$ cat src/sv/bcg_pkg.sv
// Package for the beep cadence generator: request/response payload types,
// mode and cadence codes, cadence timing constants, register reset values.
// No dependencies.
package bcg_pkg;

   localparam int unsigned FreqWidth  = 15;
   localparam int unsigned TimeWidth  = 32;
   localparam int unsigned DurWidth   = 16;
   localparam int unsigned SpanWidth  = 11;
   localparam int unsigned CsrIdxWidth = 2;

   typedef struct packed {
      logic [1:0]           mode;
      logic [TimeWidth-1:0] now_ms;
      logic [2:0]           cadence;
      logic [FreqWidth-1:0] beep_freq_hz;
      logic [DurWidth-1:0]  beep_duration_ms;
   } req_type;

   typedef struct packed {
      logic                 tone_on;
      logic [FreqWidth-1:0] tone_freq_hz;
   } rsp_type;

   // request modes
   localparam logic [1:0] MODE_TICK    = 2'd0;
   localparam logic [1:0] MODE_BEEP    = 2'd1;
   localparam logic [1:0] MODE_CADENCE = 2'd2;

   // cadence codes
   localparam logic [2:0] CAD_OFF     = 3'd0;
   localparam logic [2:0] CAD_SLOW    = 3'd1;
   localparam logic [2:0] CAD_MEDIUM  = 3'd2;
   localparam logic [2:0] CAD_FAST    = 3'd3;
   localparam logic [2:0] CAD_CONT    = 3'd4;
   localparam logic [2:0] CAD_ERROR   = 3'd5;
   localparam logic [2:0] CAD_SUCCESS = 3'd6;

   // csr indexes
   localparam logic [CsrIdxWidth-1:0] CSR_ALERT_FREQ   = 2'd0;
   localparam logic [CsrIdxWidth-1:0] CSR_ERROR_FREQ   = 2'd1;
   localparam logic [CsrIdxWidth-1:0] CSR_CONFIRM_FREQ = 2'd2;

   localparam logic [FreqWidth-1:0] ALERT_FREQ_RST   = 15'd4200;
   localparam logic [FreqWidth-1:0] ERROR_FREQ_RST   = 15'd200;
   localparam logic [FreqWidth-1:0] CONFIRM_FREQ_RST = 15'd2000;

   localparam logic [SpanWidth-1:0] SLOW_PERIOD_MS    = 11'd1000;
   localparam logic [SpanWidth-1:0] MEDIUM_PERIOD_MS  = 11'd500;
   localparam logic [SpanWidth-1:0] FAST_PERIOD_MS    = 11'd250;
   localparam logic [SpanWidth-1:0] CONT_SPAN_MS      = 11'd100;
   localparam logic [SpanWidth-1:0] BEEP_PULSE_MS     = 11'd80;
   localparam logic [SpanWidth-1:0] ERROR_SPAN_MS     = 11'd1000;
   localparam logic [SpanWidth-1:0] SUCCESS_PERIOD_MS = 11'd400;
   localparam logic [SpanWidth-1:0] SUCCESS_PULSE_MS  = 11'd150;

endpackage

$ cat src/sv/bcg_req_reg.sv
// Request input register of the beep cadence generator.
// Holds one request until the core passes it on. Depends on bcg_pkg.
module bcg_req_reg (
   input  logic             clock,
   input  logic             reset,
   input  logic             req_valid,
   output logic             req_stall,
   input  bcg_pkg::req_type req_data,
   input  logic             advance,
   output logic             held_valid,
   output bcg_pkg::req_type held_data
);
   import bcg_pkg::*;

   logic    valid_ff, valid_in;
   req_type data_ff, data_in;
   logic    accept;

   assign req_stall = valid_ff & ~advance;
   assign accept    = req_valid & ~req_stall;
   assign valid_in  = accept | (valid_ff & ~advance);
   assign data_in   = accept ? req_data : data_ff;

   always_ff @(posedge clock) begin
      if (reset) begin
         valid_ff <= 1'b0;
      end else begin
         valid_ff <= valid_in;
      end
   end

   always_ff @(posedge clock) begin
      data_ff <= data_in;
   end

   assign held_valid = valid_ff;
   assign held_data  = data_ff;
endmodule

$ cat src/sv/bcg_core.sv
// Cadence state, tone registers and the per-request update logic.
// State advances when a request moves to the response register. Depends on bcg_pkg.
module bcg_core (
   input  logic                                 clock,
   input  logic                                 reset,
   input  logic                                 csr_wr_en,
   input  logic [bcg_pkg::CsrIdxWidth-1:0]      csr_index,
   input  logic [bcg_pkg::FreqWidth-1:0]        csr_wr_data,
   input  logic                                 advance,
   input  bcg_pkg::req_type                     item,
   output bcg_pkg::rsp_type                     result
);
   import bcg_pkg::*;

   logic [FreqWidth-1:0] alert_ff, alert_in;
   logic [FreqWidth-1:0] error_ff, error_in;
   logic [FreqWidth-1:0] confirm_ff, confirm_in;

   logic [2:0]           cadence_ff, cadence_in;
   logic                 high_ff, high_in;
   logic                 started_ff, started_in;
   logic [TimeWidth-1:0] toggle_ff, toggle_in;
   logic [SpanWidth-1:0] period_ff, period_in;
   logic [SpanWidth-1:0] pulse_ff, pulse_in;
   logic [FreqWidth-1:0] active_ff, active_in;
   logic [TimeWidth-1:0] beep_end_ff, beep_end_in;
   logic                 beep_ff, beep_in;
   logic [FreqWidth-1:0] driven_ff, driven_in;

   logic [TimeWidth-1:0] elapsed;
   logic [TimeWidth-1:0] beep_left;
   logic [2:0]           new_cad;

   assign elapsed   = item.now_ms - toggle_ff;
   assign beep_left = item.now_ms - beep_end_ff;
   assign new_cad   = (item.cadence > CAD_SUCCESS) ? CAD_OFF : item.cadence;

   always_comb begin
      alert_in   = alert_ff;
      error_in   = error_ff;
      confirm_in = confirm_ff;
      if (csr_wr_en) begin
         unique case (csr_index)
            CSR_ALERT_FREQ:   alert_in   = csr_wr_data;
            CSR_ERROR_FREQ:   error_in   = csr_wr_data;
            CSR_CONFIRM_FREQ: confirm_in = csr_wr_data;
            default: ;
         endcase
      end
   end

   always_comb begin
      cadence_in  = cadence_ff;
      high_in     = high_ff;
      started_in  = started_ff;
      toggle_in   = toggle_ff;
      period_in   = period_ff;
      pulse_in    = pulse_ff;
      active_in   = active_ff;
      beep_end_in = beep_end_ff;
      beep_in     = beep_ff;
      driven_in   = driven_ff;
      unique case (item.mode)
         MODE_TICK: begin
            priority if (beep_ff) begin
               if (!beep_left[TimeWidth-1]) begin
                  beep_in = 1'b0;
                  high_in = 1'b0;
               end
            end else if (cadence_ff == CAD_OFF) begin
               high_in = 1'b0;
            end else if (cadence_ff == CAD_CONT) begin
               if (!high_ff) begin
                  high_in   = 1'b1;
                  driven_in = active_ff;
               end
            end else if (!started_ff) begin
               started_in = 1'b1;
               toggle_in  = item.now_ms;
               high_in    = 1'b1;
               driven_in  = active_ff;
            end else if (high_ff) begin
               if (elapsed >= {{(TimeWidth-SpanWidth){1'b0}}, pulse_ff}) begin
                  high_in = 1'b0;
               end
            end else begin
               if (elapsed >= {{(TimeWidth-SpanWidth){1'b0}}, period_ff}) begin
                  toggle_in = item.now_ms;
                  high_in   = 1'b1;
                  driven_in = active_ff;
               end
            end
         end
         MODE_BEEP: begin
            beep_in     = 1'b1;
            beep_end_in = item.now_ms + {{(TimeWidth-DurWidth){1'b0}}, item.beep_duration_ms};
            high_in     = 1'b1;
            driven_in   = item.beep_freq_hz;
         end
         MODE_CADENCE: begin
            if (new_cad != cadence_ff) begin
               cadence_in = new_cad;
               started_in = 1'b0;
               beep_in    = 1'b0;
               active_in  = alert_ff;
               unique case (new_cad)
                  CAD_SLOW: begin
                     period_in = SLOW_PERIOD_MS;
                     pulse_in  = BEEP_PULSE_MS;
                  end
                  CAD_MEDIUM: begin
                     period_in = MEDIUM_PERIOD_MS;
                     pulse_in  = BEEP_PULSE_MS;
                  end
                  CAD_FAST: begin
                     period_in = FAST_PERIOD_MS;
                     pulse_in  = BEEP_PULSE_MS;
                  end
                  CAD_CONT: begin
                     period_in = CONT_SPAN_MS;
                     pulse_in  = CONT_SPAN_MS;
                  end
                  CAD_ERROR: begin
                     active_in = error_ff;
                     period_in = ERROR_SPAN_MS;
                     pulse_in  = ERROR_SPAN_MS;
                  end
                  CAD_SUCCESS: begin
                     active_in = confirm_ff;
                     period_in = SUCCESS_PERIOD_MS;
                     pulse_in  = SUCCESS_PULSE_MS;
                  end
                  default: begin
                     period_in = '0;
                     pulse_in  = '0;
                     high_in   = 1'b0;
                  end
               endcase
            end
         end
         default: ;
      endcase
   end

   assign result.tone_on      = high_in;
   assign result.tone_freq_hz = high_in ? driven_in : '0;

   always_ff @(posedge clock) begin
      if (reset) begin
         alert_ff   <= ALERT_FREQ_RST;
         error_ff   <= ERROR_FREQ_RST;
         confirm_ff <= CONFIRM_FREQ_RST;
      end else begin
         alert_ff   <= alert_in;
         error_ff   <= error_in;
         confirm_ff <= confirm_in;
      end
   end

   always_ff @(posedge clock) begin
      if (reset) begin
         cadence_ff  <= CAD_OFF;
         high_ff     <= 1'b0;
         started_ff  <= 1'b0;
         toggle_ff   <= '0;
         period_ff   <= SLOW_PERIOD_MS;
         pulse_ff    <= BEEP_PULSE_MS;
         active_ff   <= ALERT_FREQ_RST;
         beep_end_ff <= '0;
         beep_ff     <= 1'b0;
         driven_ff   <= ALERT_FREQ_RST;
      end else if (advance) begin
         cadence_ff  <= cadence_in;
         high_ff     <= high_in;
         started_ff  <= started_in;
         toggle_ff   <= toggle_in;
         period_ff   <= period_in;
         pulse_ff    <= pulse_in;
         active_ff   <= active_in;
         beep_end_ff <= beep_end_in;
         beep_ff     <= beep_in;
         driven_ff   <= driven_in;
      end
   end
endmodule

$ cat src/sv/bcg_rsp_reg.sv
// Response output register of the beep cadence generator.
// Holds one response while the receiver stalls. Depends on bcg_pkg.
module bcg_rsp_reg (
   input  logic             clock,
   input  logic             reset,
   input  logic             load,
   input  bcg_pkg::rsp_type load_data,
   output logic             ready,
   output logic             rsp_valid,
   input  logic             rsp_stall,
   output bcg_pkg::rsp_type rsp_data
);
   import bcg_pkg::*;

   logic    valid_ff, valid_in;
   rsp_type data_ff, data_in;

   assign ready    = ~valid_ff | ~rsp_stall;
   assign valid_in = load | (valid_ff & rsp_stall);
   assign data_in  = load ? load_data : data_ff;

   always_ff @(posedge clock) begin
      if (reset) begin
         valid_ff <= 1'b0;
      end else begin
         valid_ff <= valid_in;
      end
   end

   always_ff @(posedge clock) begin
      data_ff <= data_in;
   end

   assign rsp_valid = valid_ff;
   assign rsp_data  = data_ff;
endmodule

$ cat src/sv/beep_cadence_generator_top.sv
// Beep cadence generator top level: buzzer gate and tone frequency per request.
// Instantiates bcg_req_reg, bcg_core and bcg_rsp_reg. Depends on bcg_pkg.
//
// Usage:
//   req_ channel: one request per accepted edge (req_valid high, req_stall low):
//   a tick, a single-beep trigger or a cadence change.
//   rsp_ channel: exactly one response per request, in order: tone_on and the
//   selected tone frequency (zero while the tone is off).
//   csr_ port: tone frequencies for alert, error and confirm cadences,
//   written while no request is in flight.
//   Path: a request passes the input register into the response register,
//   where rsp_valid rises; a receiver stall can hold it in the input register.
//   Throughput: one request per cycle while the receiver does not stall; the
//   state update of one request is a single pass of compare/add logic, so the next one follows directly.
//   Receiver stall: the response register holds; one more request waits in
//   the input register, after which req_stall rises.
//   Reset: cadence off, tone off, frequencies at their defaults, both
//   registers empty. Requests are taken as soon as reset is released.
module beep_cadence_generator_top (
   input  logic                            clock,
   input  logic                            reset,
   input  logic                            req_valid,
   output logic                            req_stall,
   input  bcg_pkg::req_type                req_data,
   output logic                            rsp_valid,
   input  logic                            rsp_stall,
   output bcg_pkg::rsp_type                rsp_data,
   input  logic                            csr_wr_en,
   input  logic [bcg_pkg::CsrIdxWidth-1:0] csr_index,
   input  logic [bcg_pkg::FreqWidth-1:0]   csr_wr_data
);
   import bcg_pkg::*;

   logic    held_valid;
   req_type held_data;
   logic    rsp_ready;
   logic    advance;
   rsp_type result;

   assign advance = held_valid & rsp_ready;

   bcg_req_reg u_req_reg (
      .clock      (clock),
      .reset      (reset),
      .req_valid  (req_valid),
      .req_stall  (req_stall),
      .req_data   (req_data),
      .advance    (advance),
      .held_valid (held_valid),
      .held_data  (held_data)
   );

   bcg_core u_core (
      .clock       (clock),
      .reset       (reset),
      .csr_wr_en   (csr_wr_en),
      .csr_index   (csr_index),
      .csr_wr_data (csr_wr_data),
      .advance     (advance),
      .item        (held_data),
      .result      (result)
   );

   bcg_rsp_reg u_rsp_reg (
      .clock     (clock),
      .reset     (reset),
      .load      (advance),
      .load_data (result),
      .ready     (rsp_ready),
      .rsp_valid (rsp_valid),
      .rsp_stall (rsp_stall),
      .rsp_data  (rsp_data)
   );
endmodule

$ cat config.mk
export PLATFORM = sky130hd
export DESIGN_NAME = beep_cadence_generator_top
export DESIGN_NICKNAME = d
export VERILOG_FILES = /design/src/sv/bcg_pkg.sv /design/src/sv/bcg_req_reg.sv /design/src/sv/bcg_core.sv /design/src/sv/bcg_rsp_reg.sv /design/src/sv/beep_cadence_generator_top.sv
export SDC_FILE = /design/constraint.sdc
export NUM_CORES = 1
export LEC_CHECK = 0
export BUFFER_PORTS_ARGS = -buffer_cell sky130_fd_sc_hd__buf_2
export CORE_ASPECT_RATIO = 0.75
export CORE_MARGIN = 10
export CORE_UTILIZATION = 37
export CTS_BUF_LIST = sky130_fd_sc_hd__clkbuf_4 sky130_fd_sc_hd__clkbuf_8
export CTS_CLUSTER_DIAMETER = 150
export DETAILED_ROUTE_END_ITERATION = 10
export PLACE_DENSITY = 0.5
export RECOVER_POWER = 25
export SKIP_LAST_GASP = 1
export SLEW_MARGIN = 25
export SYNTH_ARGS = -nofsm -noshare
export SYNTH_HDL_FRONTEND = slang
export SYNTH_SLANG_ARGS = --single-unit
$ cat constraint.sdc
create_clock -name clock -period 9.1 [get_ports clock]
set_clock_uncertainty 0.05 [all_clocks]
set_input_delay 0.91 -clock clock [delete_from_list [all_inputs] [get_ports clock]]
set_output_delay 0.91 -clock clock [all_outputs]
set_load 0.01 [all_outputs]
==> Yosys cells after proc, flatten, opt, wreduce, memory -nomap -nowiden <==
Index checks and enable logic that the tools add are counted.
{ "word_totals": {"reg_bits": 253, "latch_bits": 0, "ramBits": 0, "mem_bits_ro": 0, "in_bits": 90, "output_inout_bits": 18, "n_memories": 0} }
{ "op_classes": {"add_sub_neg": 3, "n_mul": 0, "n_div": 0, "n_lt_le_gt_ge": 3, "n_eq_ne": 18, "shift": 0, "mux": 34, "bitwise_logic": 14, "n_reduce_logical": 16} }
{ "ops": {"columns": ["op", "n"], "rows": [
  ["$mux W15", 7],
  ["$mux W32", 3],
  ["$ge A32 B11 Y1", 2],
  ["$sub A32 B32 Y32", 2],
  ["$pmux W15 S2", 2],
  ["$pmux W10 S5", 1],
  ["$pmux W10 S4", 1],
  ["$add A32 B16 Y32", 1],
  ["$mux W1", 16],
  ["$eq A3 B3 Y1 const B", 4],
  ["$ne A2 B2 Y1 const B", 5],
  ["$reduce_and A2 Y1", 4],
  ["$not A1 Y1", 7],
  ["$reduce_and A7 Y1", 1],
  ["$eq A3 B2 Y1 const B", 2],
  ["$pmux W1 S3", 2],
  ["$reduce_and A3 Y1", 2],
  ["$reduce_and A6 Y1", 1],
  ["$reduce_or A6 Y1", 1],
  ["$and A1 B1 Y1", 4],
  ["$eq A2 B1 Y1 const B", 2],
  ["$eq A2 B2 Y1 const B", 2],
  ["$logic_not A2 Y1", 2],
  ["$eq A3 B1 Y1 const B", 1],
  ["11 further kinds", 13]
]} }

==> Depth between registers and ports, before layout <==
Gate-level depths: netlist of run 1.
{ "logic_depth": {"ltp_word": 9, "mapped_depth": 20} }

==> Modules after synthesis <==
From an unflattened synthesis of run 1, not the netlist that was laid out.
{ "hier_totals": {"hier_cells": 1556, "area_unflattened_um2": 13990.9} }
{ "modules_own_cells": {"columns": ["module", "n_inst", "cells_per_inst", "area_per_inst_um2", "seq_area_each_um2"], "rows": [
  ["bcg_core", 1, 1463, 11379.7, 3203.1],
  ["bcg_req_reg", 1, 72, 2092.0, 2062.0],
  ["bcg_rsp_reg", 1, 20, 513.0, 500.5],
  ["beep_cadence_generator_top", 1, 1, 6.3, 0.0]
]} }

==> Worst setup path after synthesis of run 1 <==
OpenSTA, ideal clock, no wires.
{ "synth_path": {"path_type": "in2reg", "start": "input rsp_stall", "end": "register u_req_reg.data_ff (netlist bit u_req_reg.held_data[0]), enable pin", "setup_ns": 0.502, "arrival_ns": 4.136, "required_ns": 8.548, "path_slack_ns": 4.412, "path_stages": 2, "path_buffers": 0, "path_cell_list": "and3_1 nor2b_1"} }
{ "synth_between": {"elab_chain_cells": 7} }
{ "synth_lines": {"columns": ["item", "line", "source"], "rows": [
  ["start, declared", "beep_cadence_generator_top.sv:26", "input logic rsp_stall,"],
  ["$not A1 Y1", "bcg_rsp_reg.sv:18", "assign ready = ~valid_ff | ~rsp_stall;"],
  ["$or A1 B1 Y1", "bcg_rsp_reg.sv:18", null],
  ["$and A1 B1 Y1", "beep_cadence_generator_top.sv:40", "assign advance = held_valid & rsp_ready;"],
  ["$not A1 Y1", "bcg_req_reg.sv:19", "assign req_stall = valid_ff & ~advance;"],
  ["$and A1 B1 Y1", "bcg_req_reg.sv:19", null],
  ["$not A1 Y1", "bcg_req_reg.sv:20", "assign accept = req_valid & ~req_stall;"],
  ["$and A1 B1 Y1", "bcg_req_reg.sv:20", null],
  ["via u_req_reg.accept", "bcg_req_reg.sv:17", "logic accept;"],
  ["end signal, assigned", "bcg_req_reg.sv:33", "data_ff <= data_in;"],
  ["end, declared", "bcg_req_reg.sv:16", "req_type data_ff, data_in;"]
]} }
The timed path passes the listed nets, and every way through them passes these cells.
A chain may end at the register's enable or synchronous reset.

==> results of run 1 <==
==> layer usage <==
layer,global-route usage,routed length [um],part of all wire
met5,0,0,0
met4,0.0333,501,0.013
met3,0.0356,2200,0.056
met2,0.222,15300,0.39
met1,0.264,21400,0.54
==> cells in the mapped netlist, types with 11 or more instances <==
library cell	instances
xnor2_1	29
nand2_1	209
a31oi_1	15
nor3_1	23
nand3_1	57
a211oi_1	23
nand3b_1	20
a21oi_2	11
clkbuf_1	75
a311oi_1	32
nor2_1	106
edfxtp_1	84
or3_1	12
inv_1	98
nand4_1	13
a21oi_1	157
xor2_1	15
mux2i_1	14
nand2b_1	14
dfxtp_1	162
a211o_1	11
a21o_1	23
and2_1	22
a22oi_1	17
and3_1	14
ha_1	99
o21ai_0	95
==> area by class of cell <==
cell class,instances,share of cell area
well taps,496,0.0398
multi-input cells,1145,0.466
clock buffers,74,0.0569
repair buffers,122,0.0416
clock inverters,5,0.00193
inverters,99,0.0239
flip-flops and latches,246,0.370
==> per-stage QoR <==
stage / power (mW) / hold WS (ns) / std cells
after floorplan: 1.47 / 0.382 / 1576
after global placement: 1.58 / 0.390 / 2107
after detailed placement: 1.58 / 0.395 / 2107
after CTS: 2.69 / 0.402 / 2186
after global routing: 2.78 / 0.416 / 2187
final: 2.65 / 0.399 / 2187
==> power by group through the flow <==
stage	Sequential [mW]	Combinational, mW	Clock (mW)
2_1_floorplan	1.23	0.243	0
3_3_place_gp	1.24	0.337	0
3_5_place_dp	1.24	0.342	0
4_1_cts	1.22	0.344	1.12
5_1_grt	1.22	0.391	1.17
6_report	1.22	0.345	1.09
==> placed cells by master, fill, tap and decap left out, types with 7 or more instances in the layout <==
cell type	instances
and3_1	14
o21a_1	8
clkbuf_1	8
xor2_1	15
nand3b_1	20
edfxtp_1	84
o21ai_1	7
a22oi_1	17
nand2_1	209
nand4_1	13
mux2i_1	14
a311oi_1	32
a31oi_1	15
a211o_1	11
clkbuf_8	53
buf_4	13
or3_1	12
nor2_1	106
a211oi_1	23
buf_2	100
nand2b_1	14
nor3_1	23
nand3_1	57
dfxtp_1	162
a21oi_1	157
xnor2_1	29
ha_1	99
clkbuf_4	21
o21ai_0	95
a21oi_2	11
nor2b_1	7
a21o_1	23
and2_1	22
inv_1	98
==> cells by family after synthesis <==
| family | Yosys count |
|---|---|
| AND/OR/NAND/NOR | 525 |
| AO/OA/AOI/OAI | 460 |
| flip-flops | 246 |
| buffers and inverters | 185 |
| adder cells (fa/ha/maj) | 101 |
| XOR/XNOR | 44 |
| multiplexers | 15 |
==> sequential cells by signal, summed over array words and instances, names as in the netlist, 3 cells and up <==
name and count:
u_req_reg.held_data 68, u_core.beep_end_ff 32, u_core.toggle_ff 32, u_rsp_reg.rsp_data 16
u_core.active_ff 15, u_core.alert_ff 15, u_core.confirm_ff 15, u_core.driven_ff 15
u_core.error_ff 15, u_core.period_ff 8, u_core.pulse_ff 7, u_core.cadence_ff 3
==> how the worst max path moves through the flow <==
stage / startpoint / to / cells after the start
after floorplan: rsp_stall / u_req_reg.held_data[0] / 2
after global placement: u_req_reg.held_data[38] / u_rsp_reg.rsp_data[2] / 15
after detailed placement: u_req_reg.held_data[34] / u_rsp_reg.rsp_data[13] / 14
after CTS: u_req_reg.held_data[34] / u_rsp_reg.rsp_data[11] / 14
after global routing: u_req_reg.held_data[38] / u_core.driven_ff[13] / 15
final: reset / u_core.period_ff[6] / 4
==> critical path, cell delays in order <==
cell and delay, ns:
clkbuf_1 3.06, buf_4 1.02, nor2_1 0.15, o21ai_0 0.12
==> impl_metrics.tcl, run 1 <==
set metrics [dict create \
    boundaryPins 108 \
    synth_cell_types 72 \
    port_buffers 107 \
    core_area_um2 36300 \
    path_class "primary input to register" \
    grt_max_degree 86 \
    clkLatencyLatePin_ns 0.58 \
    synthSimpleGateAreaFrac 0.180 \
    dpl.hpwl_mm 27.1 \
    num_rows 60 \
    htreeDepth 2 \
    grt_pass1_vias 10911 \
    post-cts-setup-buffer-count 0 \
    p_int_mw 1.93 \
    avgSynthCellArea_um2 8.70 \
    cts_buffers 43 \
    syn2layout_area_growth_pct 13.6 \
    synth_xor_area_frac 0.0281 \
    yosysWarnings 0 \
    ys_seq_area_frac 0.420 \
    vias 11604 \
    setup_slack_ns 4.17 \
    synthFlopType "dfxtp_1" \
    r2r-start "u_req_reg.held_data[34]" \
    hold_viol_final 0 \
    worstMarginPinSlew_ns 4.42 \
    cts_buffer_depth 3 \
    synth_edf_count 84 \
    clockPowerShare 0.411 \
    pwr-share-seq 0.459 \
    max_freq_ghz 0.203 \
    rsz0062_at_grt "false" \
    worstPathRequired_ns 9.54 \
    ff2ff_setup_slack_ns 4.26 \
    wirelength_mm 39.4 \
    violations "capacitance limit, slew limit" \
    p_leak_nw 5.86 \
    syn_area_um2 13700 \
    maxCapViolCount 2 \
    drt_iter0_drc 834 \
    routedWlPerCell_um 18.0 \
    post-route-min-period_ns 4.93 \
    die_y_um 187 \
    status "finished with violations" \
    grt_use_total 0.167 \
    hp-start "u_core.beep_end_ff[10]" \
    initial_core_util 0.378 \
    start_kind "primary input" \
    yosys-top-cells-area "dfxtp_1, edfxtp_1, ha_1, a21oi_1, nand2_1" \
    p_per_area_nw_per_um2 170 \
    slew_headroom -1.95 \
    finalWeightedCongestion 0.911 \
    cts.sinks 246 \
    end_kind "register" \
    synth_cells 1576 \
    antenna_cells 0 \
    final.setup.tns_ns 0 \
    fin_nets 1848 \
    path_max_fanout 85 \
    finalSetupViolCount 0 \
    yosysTopAreaCell "dfxtp_1" \
    synthArstFlopShare 0 \
    netlist.area_leader.share 0.236 \
    critPathArrivalTime_ns 5.37 \
    synth_top_family_by_area "compound AO/OA/AOI/OAI gates" \
    first_pass_iters 5 \
    vdd_drop_max_mv 0.0952 \
    power_switching_mw 0.723 \
    dieArea_um2 45200 \
    pwr-share-comb 0.130 \
    placed_area_um2 14700 \
    routed_via_density 5.31 \
    cts_tree "yes" \
    whs_endpoint "u_core.beep_end_ff[10]" \
    clk_pin_slew_ns 0.06 \
    drc 0 \
    seq_area_um2 5770 \
    utilization 0.430 \
    finalCritPeriodShare 0.542 \
    timing.rr.end "u_core.driven_ff[2]" \
    netSwitchingFraction 0.273 \
    fillers 3641 \
    post-place-ws_ns 4.39 \
    synth_nets 1767 \
    finalMaxSlewViolations 116 \
    gr-total-overflow 0 \
    cts_hold_buffers 0 \
    cts_root_buf "clkbuf_8" \
    ys_ff_latch 246 \
    ant_nets 0 \
    muxShareOfSynthArea 0.0110 \
    post-route-cell-area_um2 15600 \
    multiInputGateArea_um2 7260 \
    dieWidth_um 242 \
    drive_gt1_frac 0.132 \
    synth_compound_area_frac 0.215 \
    hold_depth 2 \
    synthAdderAreaFrac 0.0932 \
    cts_resized 0 \
    hold_path.class "register to register" \
    antenna_found_initial 0 \
    grt_pass1_wl_mm 62.3 \
    ff2ff_path_depth 14 \
]
(Power assumes the default switching activity.)
==> inputs of run 2 (changes only) <==
==> constraint.sdc (replaced) <==
create_clock -name clock -period 5.1 [get_ports clock]
set_clock_uncertainty 0.05 [all_clocks]
set_input_delay 0.51 -clock clock [delete_from_list [all_inputs] [get_ports clock]]
set_output_delay 0.51 -clock clock [all_outputs]
set_load 0.01 [all_outputs]
==> run 2 against run 1 <==
Against the previous run:
- the flow still finishes with violations (capacitance limit, slew limit)
- global-route usage decreased by 0.057 points
- cell count rose by 0.23%
- utilization is 0.14 points higher
- total power up 78%
- via count up 0.16%
- sequential power up 78%
- hold slack got worse by 0.34 ns
- combinational power grew 79%
- sequential share of layout area shrank 0.12 points
- design area rose by 0.32%
- largest power group unchanged
==> impl_metrics.tcl, run 2 (same netlist as run 1, synthesis figures left out) <==
set metrics [dict create \
    ff2ff_setup_slack_ns 0.54 \
    p_per_area_nw_per_um2 302 \
    crit_cells 12 \
    finalMaxSlewViolations 113 \
    syn2layout_area_growth_pct 14.0 \
    cts_buffer_depth 3 \
    crit_end "u_rsp_reg.rsp_data[3]" \
    drive_gt1_frac 0.133 \
    place_inst 2113 \
    dpl.hpwl_mm 27.6 \
    maxCapViolCount 3 \
    finalWeightedCongestion 0.910 \
    path_max_fanout 16 \
    violations "capacitance limit, slew limit" \
    dieWidth_um 242 \
    gr-total-overflow 0 \
    cts_tree "yes" \
    ff2ff_path_depth 12 \
    drc 0 \
    crit_family "compound AO/OA/AOI/OAI gates" \
    finalPower_mw 4.73 \
    boundaryPins 108 \
    post-place-ws_ns 0.605 \
    clkLatencyLatePin_ns 0.58 \
    dieArea_um2 45200 \
    placed_area_um2 14700 \
    final_common_cell "nand2_1" \
    worstMarginPinSlew_ns 3.28 \
    utilization 0.431 \
    antenna_cells 0 \
    max_freq_ghz 0.219 \
    grt_max_degree 68 \
    initial_core_util 0.378 \
    routedWlPerCell_um 17.8 \
    grt_use_total 0.166 \
    ant_nets 0 \
    core_area_um2 36300 \
    worstPathRequired_ns 5.46 \
    timing.rr.end "u_rsp_reg.rsp_data[3]" \
    die_y_um 187 \
    vdd_drop_max_mv 0.174 \
    clk_pin_slew_ns 0.07 \
    routed_via_density 5.30 \
    htreeDepth 2 \
    critPathSlowestCell "or4_1" \
    cts_hold_buffers 0 \
    post-cts-setup-buffer-count 0 \
    p_leak_nw 5.88 \
    timing.hold.ws_ns 0.0551 \
    finalSetupViolCount 0 \
    wirelength_mm 39.0 \
    num_rows 60 \
    rsz0062_at_grt "false" \
    drt_iter0_drc 915 \
    start_kind "register" \
    slew_headroom -1.18 \
    worst-path-buf-inv 0 \
    path_class "register to register" \
    hold_path.class "primary input to register" \
    mostFrequentLayoutCells "nand2_1, dfxtp_1, a21oi_1" \
    cts.sinks 246 \
    first_pass_iters 5 \
    vias 11623 \
    cts_buffers 44 \
    hold_viol_final 0 \
    post-route-cell-area_um2 15600 \
    grt_pass1_vias 11258 \
    cts_root_buf "clkbuf_8" \
    cts_resized 0 \
    r2r-start "u_req_reg.held_data[51]" \
    status "finished with violations" \
    crit_start "u_req_reg.held_data[51]" \
    end_kind "register" \
    slowest_delay_ns 0.63 \
    path_cells "ha_1 -> nand2_1 -> o21ai_1 -> o21ai_1 -> a2111oi_0 -> nor4_1 -> a311oi_2 -> nand4_2 -> or4_1 -> o221ai_2 -> o211ai_4 -> a21oi_1" \
    finalNonFillerCells 2192 \
    grt_pass1_wl_mm 62.1 \
    critPathArrivalTime_ns 4.93 \
    fillers 3694 \
    final.setup.tns_ns 0 \
    fin_nets 1854 \
    largest_reg_flops 68 \
    post-route-min-period_ns 4.56 \
    antenna_found_initial 0 \
    port_buffers 107 \
    finalCritPeriodShare 0.895 \
    setup_slack_ns 0.536 \
    cpMostUsedCell "o21ai_1" \
]
-- run 2: worst min-delay path by stage --
stage | start | to | slack [ns] | depth (start not counted)
4_1_cts | req_data[4] | u_req_reg.held_data[4] | 0.01 | 1
2_1_floorplan | u_core.beep_end_ff[10] | u_core.beep_end_ff[10] | 0.38 | 2
5_1_grt | req_data[38] | u_req_reg.held_data[38] | 0.02 | 1
3_5_place_dp | u_core.beep_end_ff[6] | u_core.beep_end_ff[6] | 0.40 | 2
6_report | req_data[25] | u_req_reg.held_data[25] | 0.06 | 1
3_3_place_gp | u_core.beep_end_ff[6] | u_core.beep_end_ff[6] | 0.39 | 2
-- run 2: layout make-up --
| class | count | area (um^2) | area share |
|---|---|---|---|
| tap | 496 | 621 | 0.0397 |
| sequential | 246 | 5770 | 0.369 |
| inverter | 99 | 372 | 0.0238 |
| timing repair buffer | 127 | 707 | 0.0452 |
| clock buffer | 65 | 820 | 0.0524 |
| multi-input combinational | 1145 | 7250 | 0.464 |
| clock inverter | 14 | 96.3 | 0.00616 |
-- run 2: worst register-to-register path, stage by stage (launching register included) --
cell and delay [ns]:
edfxtp_1 0.49, ha_1 0.52, nand2_1 0.11, o21ai_1 0.43, o21ai_1 0.23, a2111oi_0 0.54, nor4_1 0.18, a311oi_2 0.24
nand4_2 0.25, or4_1 0.63, o221ai_2 0.23, o211ai_4 0.27, a21oi_1 0.24
-- run 2: layer usage --
metal,share of wire,up-vias,track usage
met5,0,-,0
met4,0.012,0,0.0333
met3,0.056,35,0.0324
met2,0.39,282,0.227
met1,0.54,5462,0.261
li1,-,5844,-
-- run 2: power breakdown --
group	switching (mW)	internal, mW	leakage, nW
Sequential	0.0607	2.11	2.14
Combinational	0.378	0.240	3.26
Clock	0.856	1.08	0.480
Total	1.30	3.43	5.88
